**config.mk**
```make
export PLATFORM = sky130hd
export DESIGN_NAME = third_order_iir_with_gain_flat
export DESIGN_NICKNAME = d
export VERILOG_FILES = /design/src/toiir_pkg.sv /design/src/toiir_if.sv /design/src/toiir_cfg.sv /design/src/toiir_hist.sv /design/src/toiir_dp.sv /design/src/toiir_seq.sv /design/src/third_order_iir_with_gain.sv /design/src/flat_wrapper.sv
export SDC_FILE = /design/constraint.sdc
export NUM_CORES = 2
export LEC_CHECK = 0
export ABC_CLOCK_PERIOD_IN_PS = 24400
export BUFFER_PORTS_ARGS = -buffer_cell sky130_fd_sc_hd__buf_2
export CORE_MARGIN = 1.5
export CORE_UTILIZATION = 56
export DETAILED_ROUTE_END_ITERATION = 10
export PLACE_DENSITY = 0.8
export SYNTH_ARGS = -nofsm -noshare
export SYNTH_HDL_FRONTEND = slang
export SYNTH_SLANG_ARGS = --single-unit
```
**constraint.sdc**
```tcl
create_clock -name clk -period 24.4 [get_ports clk]
set_clock_uncertainty 0.2 [all_clocks]
set_input_delay 3.66 -clock clk [delete_from_list [all_inputs] [get_ports clk]]
set_output_delay 3.66 -clock clk [all_outputs]
set_load 0.01 [all_outputs]
```
**src/toiir_pkg.sv**
```systemverilog
// Shared types, constants and helpers for the third-order IIR with gain.
// No dependencies; every file but toiir_chk imports this package.
package toiir_pkg;

  localparam int SAMPLE_W  = 24;
  localparam int GAIN_W    = 17;
  localparam int PROD_W    = 48;
  localparam int ACC_W     = 51;
  localparam int PADDR_W   = 5;
  localparam int PDATA_W   = 32;
  localparam int N_COEF    = 7;
  localparam int SLOT_W    = 3;
  localparam int SLOTS_PER_CH = 8;
  localparam int Y_SHIFT   = 20;
  localparam int G_SHIFT   = 16;

  typedef logic signed [SAMPLE_W-1:0] sample_t;
  typedef logic signed [ACC_W-1:0]    acc_t;

  localparam logic [SAMPLE_W-1:0] FF0_RESET  = 24'h100000;
  localparam logic [GAIN_W-1:0]   GAIN_RESET = 17'h10000;

  localparam acc_t Y_BIAS = ACC_W'(1) << (Y_SHIFT - 1);
  localparam acc_t G_BIAS = ACC_W'(1) << (G_SHIFT - 1);
  localparam acc_t S_MAX  = ACC_W'(8388607);
  localparam acc_t S_MIN  = -ACC_W'(8388608);

  // register index, byte address / 4
  typedef enum logic [2:0] {
    R_FF0, R_FF1, R_FF2, R_FF3, R_FB1, R_FB2, R_FB3, R_GAIN
  } reg_idx_t;

  typedef struct packed {
    logic [N_COEF-1:0][SAMPLE_W-1:0] coef;  // ff0..ff3, fb1..fb3
    logic [GAIN_W-1:0]               gain;
  } cfg_t;

  // history slots within one channel
  typedef enum logic [SLOT_W-1:0] {
    SL_X1, SL_X2, SL_X3, SL_Y1, SL_Y2, SL_Y3
  } slot_t;

  typedef enum logic [1:0] {A_MEM, A_XIN, A_YREG} asrc_t;
  typedef enum logic [2:0] {
    B_FF0, B_FF1, B_FF2, B_FF3, B_FB1, B_FB2, B_FB3, B_GAIN
  } bsel_t;
  typedef enum logic [1:0] {ACC_NOP, ACC_LOAD, ACC_ADD, ACC_SUB} accop_t;
  typedef enum logic [1:0] {W_MEM, W_XIN, W_YREG} wsrc_t;
  typedef enum logic [1:0] {OUT_NONE, OUT_GAIN, OUT_ZERO} osel_t;
  typedef enum logic [1:0] {J_NEXT, J_ACCEPT, J_POST} jmp_t;

  typedef logic [3:0] step_t;
  localparam step_t ST_IDLE  = 4'd0;
  localparam step_t ST_FIRST = 4'd1;
  localparam step_t ST_BAD   = 4'd13;

  typedef struct packed {
    logic   rd_en;
    slot_t  rd_slot;
    logic   mul_en;
    asrc_t  a_src;
    bsel_t  b_sel;
    accop_t acc_op;
    logic   wr_en;
    slot_t  wr_slot;
    wsrc_t  w_src;
    logic   rnd_y;
    osel_t  out_sel;
    jmp_t   jmp;
  } ucw_t;

  typedef struct packed {
    ucw_t cw;
    logic take;   // input transaction this cycle
    logic post;   // result loads into the output register
  } seq_ctl_t;

  typedef struct packed {
    logic in_valid;
    logic bad_chan;
    logic out_space;
  } seq_stat_t;

  function automatic sample_t sat_sample(input acc_t v);
    sample_t r;
    if (v > S_MAX)      r = sample_t'(S_MAX);
    else if (v < S_MIN) r = sample_t'(S_MIN);
    else                r = sample_t'(v);
    return r;
  endfunction

endpackage

```
**src/toiir_if.sv**
```systemverilog
// Stream interfaces for the input and result channels (valid/ready).
// Depends on toiir_pkg for the sample type.
interface toiir_in_if;
  import toiir_pkg::*;
  logic    valid;
  logic    ready;
  logic    chan;
  sample_t sample_in;
  modport source (output valid, chan, sample_in, input ready);
  modport sink   (input valid, chan, sample_in, output ready);
endinterface

interface toiir_out_if;
  import toiir_pkg::*;
  logic    valid;
  logic    ready;
  logic    chan_out;
  sample_t sample_out;
  modport source (output valid, chan_out, sample_out, input ready);
  modport sink   (input valid, chan_out, sample_out, output ready);
endinterface

```
**src/toiir_cfg.sv**
```systemverilog
// APB-style coefficient and gain register file.
// Depends on toiir_pkg.
module toiir_cfg (
  input  logic                         clk,
  input  logic                         rst_n,
  input  logic                         psel,
  input  logic                         penable,
  input  logic                         pwrite,
  input  logic [toiir_pkg::PADDR_W-1:0] paddr,
  input  logic [toiir_pkg::PDATA_W-1:0] pwdata,
  output logic [toiir_pkg::PDATA_W-1:0] prdata,
  output logic                         pready,
  output toiir_pkg::cfg_t              cfg
);
  import toiir_pkg::*;

  cfg_t     cfg_r;
  reg_idx_t idx;
  logic     wr;

  assign idx    = reg_idx_t'(paddr[PADDR_W-1:2]);
  assign wr     = psel && penable && pwrite;
  assign pready = 1'b1;
  assign cfg    = cfg_r;

  always_ff @(posedge clk) begin
    if (!rst_n) begin
      // ff0 sits in the low slot; every other tap clears
      cfg_r.coef <= {{(N_COEF-1)*SAMPLE_W{1'b0}}, FF0_RESET};
      cfg_r.gain <= GAIN_RESET;
    end else if (wr) begin
      unique case (idx)
        R_GAIN:  cfg_r.gain <= pwdata[GAIN_W-1:0];
        default: cfg_r.coef[idx] <= pwdata[SAMPLE_W-1:0];
      endcase
    end
  end

  always_comb begin
    unique case (idx)
      R_GAIN:  prdata = PDATA_W'(cfg_r.gain);
      default: prdata = PDATA_W'($signed(cfg_r.coef[idx]));
    endcase
  end

endmodule

```
**src/toiir_hist.sv**
```systemverilog
// Per-channel sample history RAM, one write and one registered read port.
// Valid bits make unwritten entries read as zero after reset. Uses toiir_pkg.
module toiir_hist #(
  parameter int DEPTH = 16
) (
  input  logic                        clk,
  input  logic                        rst_n,
  input  logic                        rd_en,
  input  logic [$clog2(DEPTH)-1:0]    rd_addr,
  output toiir_pkg::sample_t          rdata,
  input  logic                        wr_en,
  input  logic [$clog2(DEPTH)-1:0]    wr_addr,
  input  toiir_pkg::sample_t          wdata
);
  import toiir_pkg::*;

  sample_t          mem [DEPTH];
  logic [DEPTH-1:0] vld_r;
  sample_t          rdata_r;

  assign rdata = rdata_r;

  always_ff @(posedge clk) begin
    if (!rst_n) begin
      vld_r <= '0;
    end else if (wr_en) begin
      vld_r[wr_addr] <= 1'b1;
    end
  end

  always_ff @(posedge clk) begin
    if (wr_en) begin
      mem[wr_addr] <= wdata;
    end
    if (rd_en) begin
      rdata_r <= vld_r[rd_addr] ? mem[rd_addr] : '0;
    end
  end

endmodule

```
**src/toiir_dp.sv**
```systemverilog
// Datapath: history RAM, shared 24x24 multiplier, accumulator, rounding,
// output register. Driven by the sequencer control word. Uses toiir_pkg.
module toiir_dp #(
  parameter int CHANNELS = 2
) (
  input  logic                 clk,
  input  logic                 rst_n,
  input  toiir_pkg::seq_ctl_t  ctl,
  input  toiir_pkg::cfg_t      cfg,
  input  logic                 in_chan,
  input  toiir_pkg::sample_t   in_sample,
  input  logic                 out_ready,
  output logic                 out_valid,
  output logic                 out_chan,
  output toiir_pkg::sample_t   out_sample,
  output logic                 out_space
);
  import toiir_pkg::*;

  localparam int DEPTH = CHANNELS * SLOTS_PER_CH;
  localparam int AW    = $clog2(DEPTH);

  ucw_t    cw;
  logic    chan_r;
  sample_t x_r;
  sample_t y_r;
  sample_t rdata;
  sample_t wdata;
  sample_t a_op;
  sample_t b_op;
  logic signed [PROD_W-1:0] prod_r;
  acc_t    acc_r;
  acc_t    prod_ext;
  acc_t    y_rnd;
  acc_t    g_rnd;
  logic [AW-1:0] rd_addr;
  logic [AW-1:0] wr_addr;
  logic    out_valid_r;
  logic    out_chan_r;
  sample_t out_sample_r;

  assign cw = ctl.cw;

  assign rd_addr = AW'({chan_r, cw.rd_slot});
  assign wr_addr = AW'({chan_r, cw.wr_slot});

  always_comb begin
    unique case (cw.w_src)
      W_XIN:   wdata = x_r;
      W_YREG:  wdata = y_r;
      default: wdata = rdata;
    endcase
  end

  toiir_hist #(.DEPTH(DEPTH)) u_hist (
    .clk     (clk),
    .rst_n   (rst_n),
    .rd_en   (cw.rd_en),
    .rd_addr (rd_addr),
    .rdata   (rdata),
    .wr_en   (cw.wr_en),
    .wr_addr (wr_addr),
    .wdata   (wdata)
  );

  always_comb begin
    unique case (cw.a_src)
      A_XIN:   a_op = x_r;
      A_YREG:  a_op = y_r;
      default: a_op = rdata;
    endcase
    unique case (cw.b_sel)
      B_GAIN:  b_op = $signed(SAMPLE_W'(cfg.gain));
      default: b_op = $signed(cfg.coef[cw.b_sel]);
    endcase
  end

  assign prod_ext = ACC_W'(prod_r);
  // round half up, then clamp to the sample range
  assign y_rnd = (acc_r + Y_BIAS) >>> Y_SHIFT;
  assign g_rnd = (acc_r + G_BIAS) >>> G_SHIFT;

  always_ff @(posedge clk) begin
    if (ctl.take) begin
      chan_r <= in_chan;
      x_r    <= in_sample;
    end
    if (cw.mul_en) begin
      prod_r <= a_op * b_op;
    end
    unique case (cw.acc_op)
      ACC_LOAD: acc_r <= prod_ext;
      ACC_ADD:  acc_r <= acc_r + prod_ext;
      ACC_SUB:  acc_r <= acc_r - prod_ext;
      default:  acc_r <= acc_r;
    endcase
    if (cw.rnd_y) begin
      y_r <= sat_sample(y_rnd);
    end
  end

  assign out_space = !out_valid_r || out_ready;

  always_ff @(posedge clk) begin
    if (!rst_n) begin
      out_valid_r <= 1'b0;
    end else if (ctl.post) begin
      out_valid_r <= 1'b1;
    end else if (out_ready) begin
      out_valid_r <= 1'b0;
    end
  end

  always_ff @(posedge clk) begin
    if (ctl.post) begin
      out_chan_r   <= chan_r;
      out_sample_r <= (cw.out_sel == OUT_GAIN) ? sat_sample(g_rnd) : '0;
    end
  end

  assign out_valid  = out_valid_r;
  assign out_chan   = out_chan_r;
  assign out_sample = out_sample_r;

endmodule

```
**src/toiir_seq.sv**
```systemverilog
// Microcode sequencer: step counter, control ROM and jump logic.
// Depends on toiir_pkg for the control word layout.
module toiir_seq (
  input  logic                 clk,
  input  logic                 rst_n,
  input  toiir_pkg::seq_stat_t stat,
  output toiir_pkg::seq_ctl_t  ctl,
  output logic                 in_ready
);
  import toiir_pkg::*;

  step_t pc_r;
  step_t pc_nxt;
  ucw_t  cw;

  function automatic ucw_t rom(input step_t s);
    ucw_t w;
    w = '0;
    unique case (s)
      4'd0:  w.jmp = J_ACCEPT;
      4'd1:  begin
        w.rd_en = 1'b1; w.rd_slot = SL_X3;
        w.mul_en = 1'b1; w.a_src = A_XIN; w.b_sel = B_FF0;
      end
      4'd2:  begin
        w.rd_en = 1'b1; w.rd_slot = SL_X2;
        w.mul_en = 1'b1; w.a_src = A_MEM; w.b_sel = B_FF3;
        w.acc_op = ACC_LOAD;
      end
      4'd3:  begin
        w.rd_en = 1'b1; w.rd_slot = SL_X1;
        w.mul_en = 1'b1; w.a_src = A_MEM; w.b_sel = B_FF2;
        w.acc_op = ACC_ADD;
        w.wr_en = 1'b1; w.wr_slot = SL_X3; w.w_src = W_MEM;
      end
      4'd4:  begin
        w.rd_en = 1'b1; w.rd_slot = SL_Y3;
        w.mul_en = 1'b1; w.a_src = A_MEM; w.b_sel = B_FF1;
        w.acc_op = ACC_ADD;
        w.wr_en = 1'b1; w.wr_slot = SL_X2; w.w_src = W_MEM;
      end
      4'd5:  begin
        w.rd_en = 1'b1; w.rd_slot = SL_Y2;
        w.mul_en = 1'b1; w.a_src = A_MEM; w.b_sel = B_FB3;
        w.acc_op = ACC_ADD;
        w.wr_en = 1'b1; w.wr_slot = SL_X1; w.w_src = W_XIN;
      end
      4'd6:  begin
        w.rd_en = 1'b1; w.rd_slot = SL_Y1;
        w.mul_en = 1'b1; w.a_src = A_MEM; w.b_sel = B_FB2;
        w.acc_op = ACC_SUB;
        w.wr_en = 1'b1; w.wr_slot = SL_Y3; w.w_src = W_MEM;
      end
      4'd7:  begin
        w.mul_en = 1'b1; w.a_src = A_MEM; w.b_sel = B_FB1;
        w.acc_op = ACC_SUB;
        w.wr_en = 1'b1; w.wr_slot = SL_Y2; w.w_src = W_MEM;
      end
      4'd8:  w.acc_op = ACC_SUB;
      4'd9:  w.rnd_y = 1'b1;
      4'd10: begin
        w.mul_en = 1'b1; w.a_src = A_YREG; w.b_sel = B_GAIN;
        w.wr_en = 1'b1; w.wr_slot = SL_Y1; w.w_src = W_YREG;
      end
      4'd11: w.acc_op = ACC_LOAD;
      4'd12: begin
        w.out_sel = OUT_GAIN; w.jmp = J_POST;
      end
      4'd13: begin
        w.out_sel = OUT_ZERO; w.jmp = J_POST;
      end
      default: w.jmp = J_POST;  // unused steps fall back to idle
    endcase
    return w;
  endfunction

  assign cw = rom(pc_r);

  always_comb begin
    ctl.cw   = cw;
    ctl.take = 1'b0;
    ctl.post = 1'b0;
    pc_nxt   = pc_r + 4'd1;
    unique case (cw.jmp)
      J_ACCEPT: begin
        ctl.take = stat.in_valid;
        if (!stat.in_valid)    pc_nxt = pc_r;
        else if (stat.bad_chan) pc_nxt = ST_BAD;
        else                   pc_nxt = ST_FIRST;
      end
      J_POST: begin
        ctl.post = stat.out_space && (cw.out_sel != OUT_NONE);
        pc_nxt   = stat.out_space ? ST_IDLE : pc_r;
      end
      default: pc_nxt = pc_r + 4'd1;
    endcase
  end

  assign in_ready = (cw.jmp == J_ACCEPT);

  always_ff @(posedge clk) begin
    if (!rst_n) begin
      pc_r <= ST_IDLE;
    end else begin
      pc_r <= pc_nxt;
    end
  end

endmodule

```
**src/third_order_iir_with_gain.sv**
```systemverilog
// Third-order direct-form-I IIR filter per channel, followed by a Q1.16
// output gain, with coefficients in an APB-style register file.
//
// Input channel (in_stream): one transaction carries a channel number and a
// Q1.23 sample. Result channel (out_stream): one transaction per input, the
// channel number and the filtered, gain-scaled, saturated sample.
// Registers: ff_coef_0..3, fb_coef_1..3 (Q4.20) and output_gain (Q1.16) at
// byte addresses 0x00..0x1C, written with a setup and an access cycle.
//
// Timing: the result loads into the output register on the last compute step;
// a new input is taken only once the previous result is posted, which waits
// for space in the output register. The input rate is set by the shared
// multiplier (eight products per sample) and the history RAM with one read
// and one write port, sequenced by a 14-step microcode program.
// A channel number outside the configured channel count returns a zero sample
// and leaves the history alone.
// Stall: the output register holds a result until taken; the next input is
// accepted and computed meanwhile, then the sequencer waits on its last step.
// Reset: history reads as zero, coefficients return to a unity pass-through.
module third_order_iir_with_gain #(
  parameter int CHANNELS = 2
) (
  input  logic                          clk,
  input  logic                          rst_n,
  toiir_in_if.sink                      in_stream,
  toiir_out_if.source                   out_stream,
  input  logic                          psel,
  input  logic                          penable,
  input  logic                          pwrite,
  input  logic [toiir_pkg::PADDR_W-1:0] paddr,
  input  logic [toiir_pkg::PDATA_W-1:0] pwdata,
  output logic [toiir_pkg::PDATA_W-1:0] prdata,
  output logic                          pready
);
  import toiir_pkg::*;

  cfg_t      cfg;
  seq_ctl_t  ctl;
  seq_stat_t stat;
  logic      out_space;

  // Coefficient registers
  toiir_cfg u_cfg (
    .clk     (clk),
    .rst_n   (rst_n),
    .psel    (psel),
    .penable (penable),
    .pwrite  (pwrite),
    .paddr   (paddr),
    .pwdata  (pwdata),
    .prdata  (prdata),
    .pready  (pready),
    .cfg     (cfg)
  );

  // Sequencer status: channel range check happens at the input transaction
  assign stat.in_valid  = in_stream.valid;
  assign stat.bad_chan  = (32'(in_stream.chan) >= CHANNELS);
  assign stat.out_space = out_space;

  toiir_seq u_seq (
    .clk      (clk),
    .rst_n    (rst_n),
    .stat     (stat),
    .ctl      (ctl),
    .in_ready (in_stream.ready)
  );

  // Datapath with history RAM and output register
  toiir_dp #(.CHANNELS(CHANNELS)) u_dp (
    .clk        (clk),
    .rst_n      (rst_n),
    .ctl        (ctl),
    .cfg        (cfg),
    .in_chan    (in_stream.chan),
    .in_sample  (in_stream.sample_in),
    .out_ready  (out_stream.ready),
    .out_valid  (out_stream.valid),
    .out_chan   (out_stream.chan_out),
    .out_sample (out_stream.sample_out),
    .out_space  (out_space)
  );

endmodule

```
**src/flat_wrapper.sv**
```systemverilog
// flat-port wrapper written by rule: the top's interface ports become plain ports
module third_order_iir_with_gain_flat import toiir_pkg::*;
#(
  parameter int CHANNELS = 2
)
  (clk, rst_n, psel, penable, pwrite, paddr, pwdata, prdata, pready, in_stream_valid, in_stream_chan, in_stream_sample_in, in_stream_ready, out_stream_valid, out_stream_chan_out, out_stream_sample_out, out_stream_ready);
  toiir_in_if in_stream_i ();
  toiir_out_if out_stream_i ();
  input  logic clk;
  input  logic rst_n;
  input  logic psel;
  input  logic penable;
  input  logic pwrite;
  input  logic [toiir_pkg::PADDR_W-1:0] paddr;
  input  logic [toiir_pkg::PDATA_W-1:0] pwdata;
  output logic [toiir_pkg::PDATA_W-1:0] prdata;
  output logic pready;
  input wire logic [$bits(in_stream_i.valid)-1:0] in_stream_valid;
  input wire logic [$bits(in_stream_i.chan)-1:0] in_stream_chan;
  input wire logic [$bits(in_stream_i.sample_in)-1:0] in_stream_sample_in;
  output wire logic [$bits(in_stream_i.ready)-1:0] in_stream_ready;
  output wire logic [$bits(out_stream_i.valid)-1:0] out_stream_valid;
  output wire logic [$bits(out_stream_i.chan_out)-1:0] out_stream_chan_out;
  output wire logic [$bits(out_stream_i.sample_out)-1:0] out_stream_sample_out;
  input wire logic [$bits(out_stream_i.ready)-1:0] out_stream_ready;
  assign in_stream_i.valid = in_stream_valid;
  assign in_stream_i.chan = in_stream_chan;
  assign in_stream_i.sample_in = in_stream_sample_in;
  assign in_stream_ready = in_stream_i.ready;
  assign out_stream_valid = out_stream_i.valid;
  assign out_stream_chan_out = out_stream_i.chan_out;
  assign out_stream_sample_out = out_stream_i.sample_out;
  assign out_stream_i.ready = out_stream_ready;
  third_order_iir_with_gain #(.CHANNELS(CHANNELS)) u_core (.clk(clk), .rst_n(rst_n), .in_stream(in_stream_i), .out_stream(out_stream_i), .psel(psel), .penable(penable), .pwrite(pwrite), .paddr(paddr), .pwdata(pwdata), .prdata(prdata), .pready(pready));
endmodule
```
Word level (Yosys, flattened, before mapping)
Memories as Yosys holds them, arrays and structs flattened. A register that Yosys moved wholly into a read port is not among the register bits. Index checks and enable logic that the tools add are counted.

Add/sub/neg operators: 5. Multipliers: 1. $lt $le $gt $ge: 10. Equal/unequal tests: 27. Multiplexer cells: 35. Bitwise operators: 3. Reductions and logical operators: 20.

Operators with widths (number): $bwmux W168 (1); $pmux W51 S3 (1); $bmux W24 S3 (2); $mux W24 (6); $pmux W24 S2 (2); $demux W24 S3 (1); $add A51 B17 Y51 const B (1); $add A51 B21 Y51 const B (1); $add A51 B48 Y51 (1); $sub A51 B48 Y51 (1); $mul A24 B24 Y48 (1); $pmux W6 S8 (1); $pmux W6 S6 (1); $gt A35 B24 Y1 const B (1); $lt A35 B24 Y1 const B (1); $mux W32 (1); $gt A31 B24 Y1 const B (1); $lt A31 B24 Y1 const B (1); $eq A4 B4 Y1 const B (6); $pmux W4 S6 (1); $mux W23 (1); $eq A4 B3 Y1 const B (4); $or A16 B16 Y16 (1); $reduce_or A11 Y1 (1); other kinds (29) (62).

Register bits after elaboration: 379. Bits in writable memories: 384. Bits of input ports: 69. Output and inout port bits: 60. Logic and storage cells: 121. Memories: 1.

Memory list: u_core.u_dp.u_hist.mem (words 16, bits a word 24, read ports 1, clocked after Yosys merged registers in 1, write ports 1, RTL line toiir_hist.sv:17) `sample_t mem [DEPTH];`.

Longest topological paths before layout
Depth in word-level cells: 7. Depth in mapped cells: 40. Mapped depth without buffers: 37.

Modules after synthesis
From an unflattened synthesis, not the netlist that was laid out.

Cells, all modules: 5593. Area, all modules: 60276.6 µm².

Modules (own cells, without submodules): toiir_dp (instances 1, cells an instance 3745, area an instance 34712.0 µm²); toiir_hist (instances 1, cells an instance 679, area an instance 15780.1 µm²); toiir_cfg (instances 1, cells an instance 1073, area an instance 9178.8 µm²); toiir_seq (instances 1, cells an instance 95, area an instance 601.8 µm²); third_order_iir_with_gain (instances 1, cells an instance 1, area an instance 3.8 µm²).

Worst setup path after synthesis
OpenSTA, ideal clock, no wires.

Path type: register -> register. Start point: reg u_core.u_seq.pc_r[0]. End point: reg u_core.u_dp.prod_r[45] (data pin). Setup time: 0.278 ns. Arrival time: 9.174 ns. Setup slack: 14.748 ns. Stages on the path, launching flop included: 35. Path buffers: 4. Path through: dfxtp_1 -> inv_1 -> ha_1 -> clkbuf_1 -> a21oi_1 -> nor2_1 -> nor2_1 -> clkbuf_1 -> mux2i_1 -> a211oi_1 -> a221oi_1 -> clkbuf_1 -> nor2_1 -> fa_1 -> fa_1 -> inv_1 -> fa_1 -> inv_1 -> fa_1 -> fa_1 -> fa_1 -> inv_1 -> fa_1 -> inv_1 -> ha_1 -> clkbuf_1 -> a21o_1 -> a21o_1 -> a21o_1 -> a21o_1 -> a21o_1 -> a21oi_1 -> o21ai_0 -> nor3_1 -> o311ai_0.

Longest elaborated chain between the ends: 6. Elaborated cells on any way between the ends: 17. Classes of those cells: mul: 1; eq/ne: 11; mux: 5.

Ends and longest elaborated chain: from (decl) (RTL line toiir_seq.sv:12) `step_t pc_r;`; from (signal assigned) (RTL line toiir_seq.sv:105) `pc_r <= pc_nxt;`; $eq A4 B4 Y1 (tied with other cells) (RTL line toiir_seq.sv:19) `unique case (s)`; $pmux W6 S8 (*) (RTL line toiir_seq.sv:19); $bmux W24 S3 (RTL line toiir_dp.sv:74) `default: b_op = $signed(cfg.coef[cw.b_sel]);`; $mux W24 (not written as such) (RTL line toiir_dp.sv:74); $mux W24 (RTL line toiir_dp.sv:72) `unique case (cw.b_sel)`; $mul A24 B24 Y48 (*) (RTL line toiir_dp.sv:89) `prod_r <= a_op * b_op;`; to (signal assigned) (RTL line toiir_dp.sv:89); to (decl) (RTL line toiir_dp.sv:31) `logic signed [PROD_W-1:0] prod_r;`.

Mark *: on every way between the ends. The rest lies on a longest branch, timed or not. The select of a mux whose other input is x is not followed. A chain may end at the register's enable or synchronous reset.

Worst setup path in the final report
Start point: reg u_core.u_seq.pc_r[3]. End point: reg u_core.u_dp.prod_r[39] (data pin).

The elaborated chain is that of the path after synthesis.

==> reports/results.txt <==
Total GRT Usage -> 31.2%
Final worst-path cycle share -> 51.8%
Slowest-stage cell, CP -> a21oi_1
Final slew viol count -> 0
CP Data Arrival Time -> 12.83 ns
Share of post-route cells with drive strength above 1 -> 8.12%
Nets -> 6830
Fmax -> 0.0791 GHz
Syn-to-layout area delta -> 8.99%
Final setup vio count -> 0
H-tree depth -> 3
Top FF cell, synth -> edfxtp_1
Die ar. -> 107000 sq um
Synthesized area -> 59000 sq um
DR WL/cell -> 22.5 um
Worst stage delay on the critical path -> 1.12 ns
Clock share of power -> 15.5%
Multi-input gate area -> 34100 sq um
Final hold violation count -> 0
GPL Wtd Cong -> 0.983
Syn avg cell area -> 9.99 sq um
Max Cap Violations -> 0
Clock tree buffer depth -> 3
Seq pwr share -> 22.0%
FF/Latch Area -> 21600 sq um
DRC viols -> 0
Clock-pin slew on the worst setup and hold paths -> 0.06 ns
Pleak -> 26.4 nW
Most frequent cells in the layout -> nand2_1 (927), inv_1 (676), fa_1 (608)
Sum of routed wire length over all layers -> 166 mm
Largest net degree at the start of global routing -> 132
Most common cell after layout, fill and taps aside -> nand2_1
First-pass GRT wire length -> 257 mm
Core ar. -> 104000 sq um
Hold-fix buffers at CTS -> 0
Synth Register Bits -> 787
CP Class -> reg2reg
Internal power -> 4.52 mW
Ys async rst share -> 0%
Post-synth EDFFs -> 581
Comb power frac -> 62.5%
Crit end category -> flip-flop
Netlist cell types -> 77
Sequential share of the synthesized area -> 36.6%
Post-CTS Setup Bufs -> 0
Sw Ratio -> 46.4%
Row count -> 118
Area post-placement -> 61500 sq um
RSZ-0062 raised after global routing -> false
Max VDD drop -> 0.000229 V
CP max FO -> 62
Post-Synthesis Cells -> 5902
FILL cells -> 8227
Die Width -> 327 um
Vias -> 45100
Starting DRT DRC Count -> 5148
Vias/cell -> 6.09
Hold Crit Class -> reg2reg
Cts repair resizes -> 0
Slew @ Worst Pin -> 1.44 ns
Clock sinks -> 787
Initial antenna violation count -> 15
Io pins -> 129
Port bufs -> 117
Clock period minus worst slack -> 12.64 ns
CTS tree -> yes
Switch Pwr -> 3.91 mW
Setup TNS -> 0 ns
Die span in y -> 327 um
Clk_lat worst skew -> 0.70 ns
Number of CTS-inserted buffers -> 82
Final instance area -> 64300 sq um
Ys Warns -> 0
CP dominant cell by count -> fa_1
Flop2flop setup slack -> 11.76 ns
Hpwl dp -> 113 mm
Pre-antenna DRT Iters -> 10
Slew headroom -> 2.75%
Initial Util -> 56.7%
Gr ovfl total -> 0
Vias in the first global route -> 45700
Critical Path Source Type -> flip-flop
Post-route ant nets -> 0
Outcome -> completed
PwrDens -> 131 nW/um^2
CTS Root Cell -> clkbuf_16
Req. time, crit path -> 24.59 ns
-- flip-flops by register name, indices dropped and copies added (netlist names) --
| register | flops |
|---|---|
| u_core.u_cfg.cfg | 185 |
| u_core.u_dp.acc_r | 51 |
| u_core.u_dp.chan_r | 1 |
| u_core.u_dp.out_chan | 1 |
| u_core.u_dp.out_sample | 24 |
| u_core.u_dp.out_valid | 1 |
| u_core.u_dp.prod_r | 48 |
| u_core.u_dp.u_hist.mem | 384 |
| u_core.u_dp.u_hist.rdata | 24 |
| u_core.u_dp.u_hist.vld_r | 16 |
| u_core.u_dp.x_r | 24 |
| u_core.u_dp.y_r | 24 |
| u_core.u_seq.pc_r | 4 |
-- metrics by stage --
| stage | power [mW] | setup WS (ns) | util, % | std cells | hold slack [ns] |
|---|---|---|---|---|---|
| after floorplan | 5.63 | 14.75 | - | 5997 | 0.230 |
| after global placement | 6.83 | 12.43 | 59.1 | 7254 | 0.244 |
| after detailed placement | 7.00 | 12.32 | 59.1 | 7254 | 0.247 |
| after CTS | 8.34 | 12.22 | 61.8 | 7404 | 0.263 |
| after global routing | 9.09 | 11.43 | 61.8 | 7414 | 0.278 |
| final | 8.44 | 11.76 | 61.8 | 7414 | 0.264 |
-- synthesized netlist by cell type, types with 41 or more instances --
| master | number | area, sq um |
|---|---|---|
| a211oi_1 | 41 | 308 |
| dfxtp_1 | 206 | 4120 |
| a22oi_1 | 53 | 398 |
| nand2_1 | 930 | 3490 |
| and2_1 | 87 | 544 |
| ha_1 | 195 | 2440 |
| o22ai_1 | 108 | 676 |
| a21boi_0 | 188 | 1410 |
| clkbuf_1 | 306 | 1150 |
| inv_1 | 676 | 2540 |
| edfxtp_1 | 581 | 17400 |
| xor2_1 | 80 | 701 |
| nand3_1 | 48 | 240 |
| o21ai_0 | 224 | 1120 |
| xnor2_1 | 113 | 990 |
| a21oi_1 | 277 | 1390 |
| a21o_1 | 66 | 495 |
| o21a_1 | 50 | 375 |
| nor2_1 | 448 | 1680 |
| mux2i_1 | 149 | 1490 |
| fa_1 | 608 | 12200 |
-- per-layer routing --
metal,track usage [%],part of all wire [%]
met5,1.24,0.067
met1,39.9,37
met3,10.9,13
met2,47.2,44
met4,15.5,5.3
-- final timing paths --
kind                                 from                            to  cells past startpoint
max                  u_core.u_seq.pc_r[3]        u_core.u_dp.prod_r[39]                     30
min          u_core.u_dp.u_hist.vld_r[15]  u_core.u_dp.u_hist.vld_r[15]                      1
min reg2reg  u_core.u_dp.u_hist.vld_r[15]  u_core.u_dp.u_hist.vld_r[15]                      1
max reg2reg          u_core.u_seq.pc_r[3]        u_core.u_dp.prod_r[39]                     30
-- final cells by class --
| type | instances | area share, % |
|---|---|---|
| diodes | 10 | 0.0389 |
| clock inverters | 50 | 0.962 |
| multi-input cells | 4172 | 53.1 |
| repair buffers | 238 | 2.33 |
| clock buffers | 100 | 3.36 |
| well taps | 1380 | 2.69 |
| flip-flops and latches | 787 | 33.6 |
| inverters | 677 | 3.95 |
-- worst max-delay path, delay by kind of cell, from the launching register on --
family / cells / cell delay [ns]
flip-flops: 1 / 0.89
buffers and inverters: 6 / 1.40
adder cells (fa/ha/maj): 8 / 4.38
XOR/XNOR: 1 / 0.18
AO/OA/AOI/OAI: 8 / 3.31
AND/OR/NAND/NOR: 7 / 1.93
-- power groups by stage --
stage	clock network, mW	registers (mW)	logic [mW]
after floorplan	0	1.84	3.79
after global placement	0	1.87	4.95
after detailed placement	0	1.88	5.12
after CTS	1.32	1.85	5.17
after global routing	1.36	1.87	5.87
final	1.31	1.86	5.28
-- cells by family (layout without fill, tap and decap cells) --
logic type	after synthesis	after routing	synth area share (%)
simple gates	1713	1713	12.3
compound gates	1167	1167	12.6
buf+inv	1038	1065	6.69
fa+ha+maj	804	804	24.8
flops	787	787	36.6
mux	198	198	4.11
xor+xnor	193	193	2.87
other cells	2	107	0.0127
No activity file was read; power rests on OpenSTA's default activity.
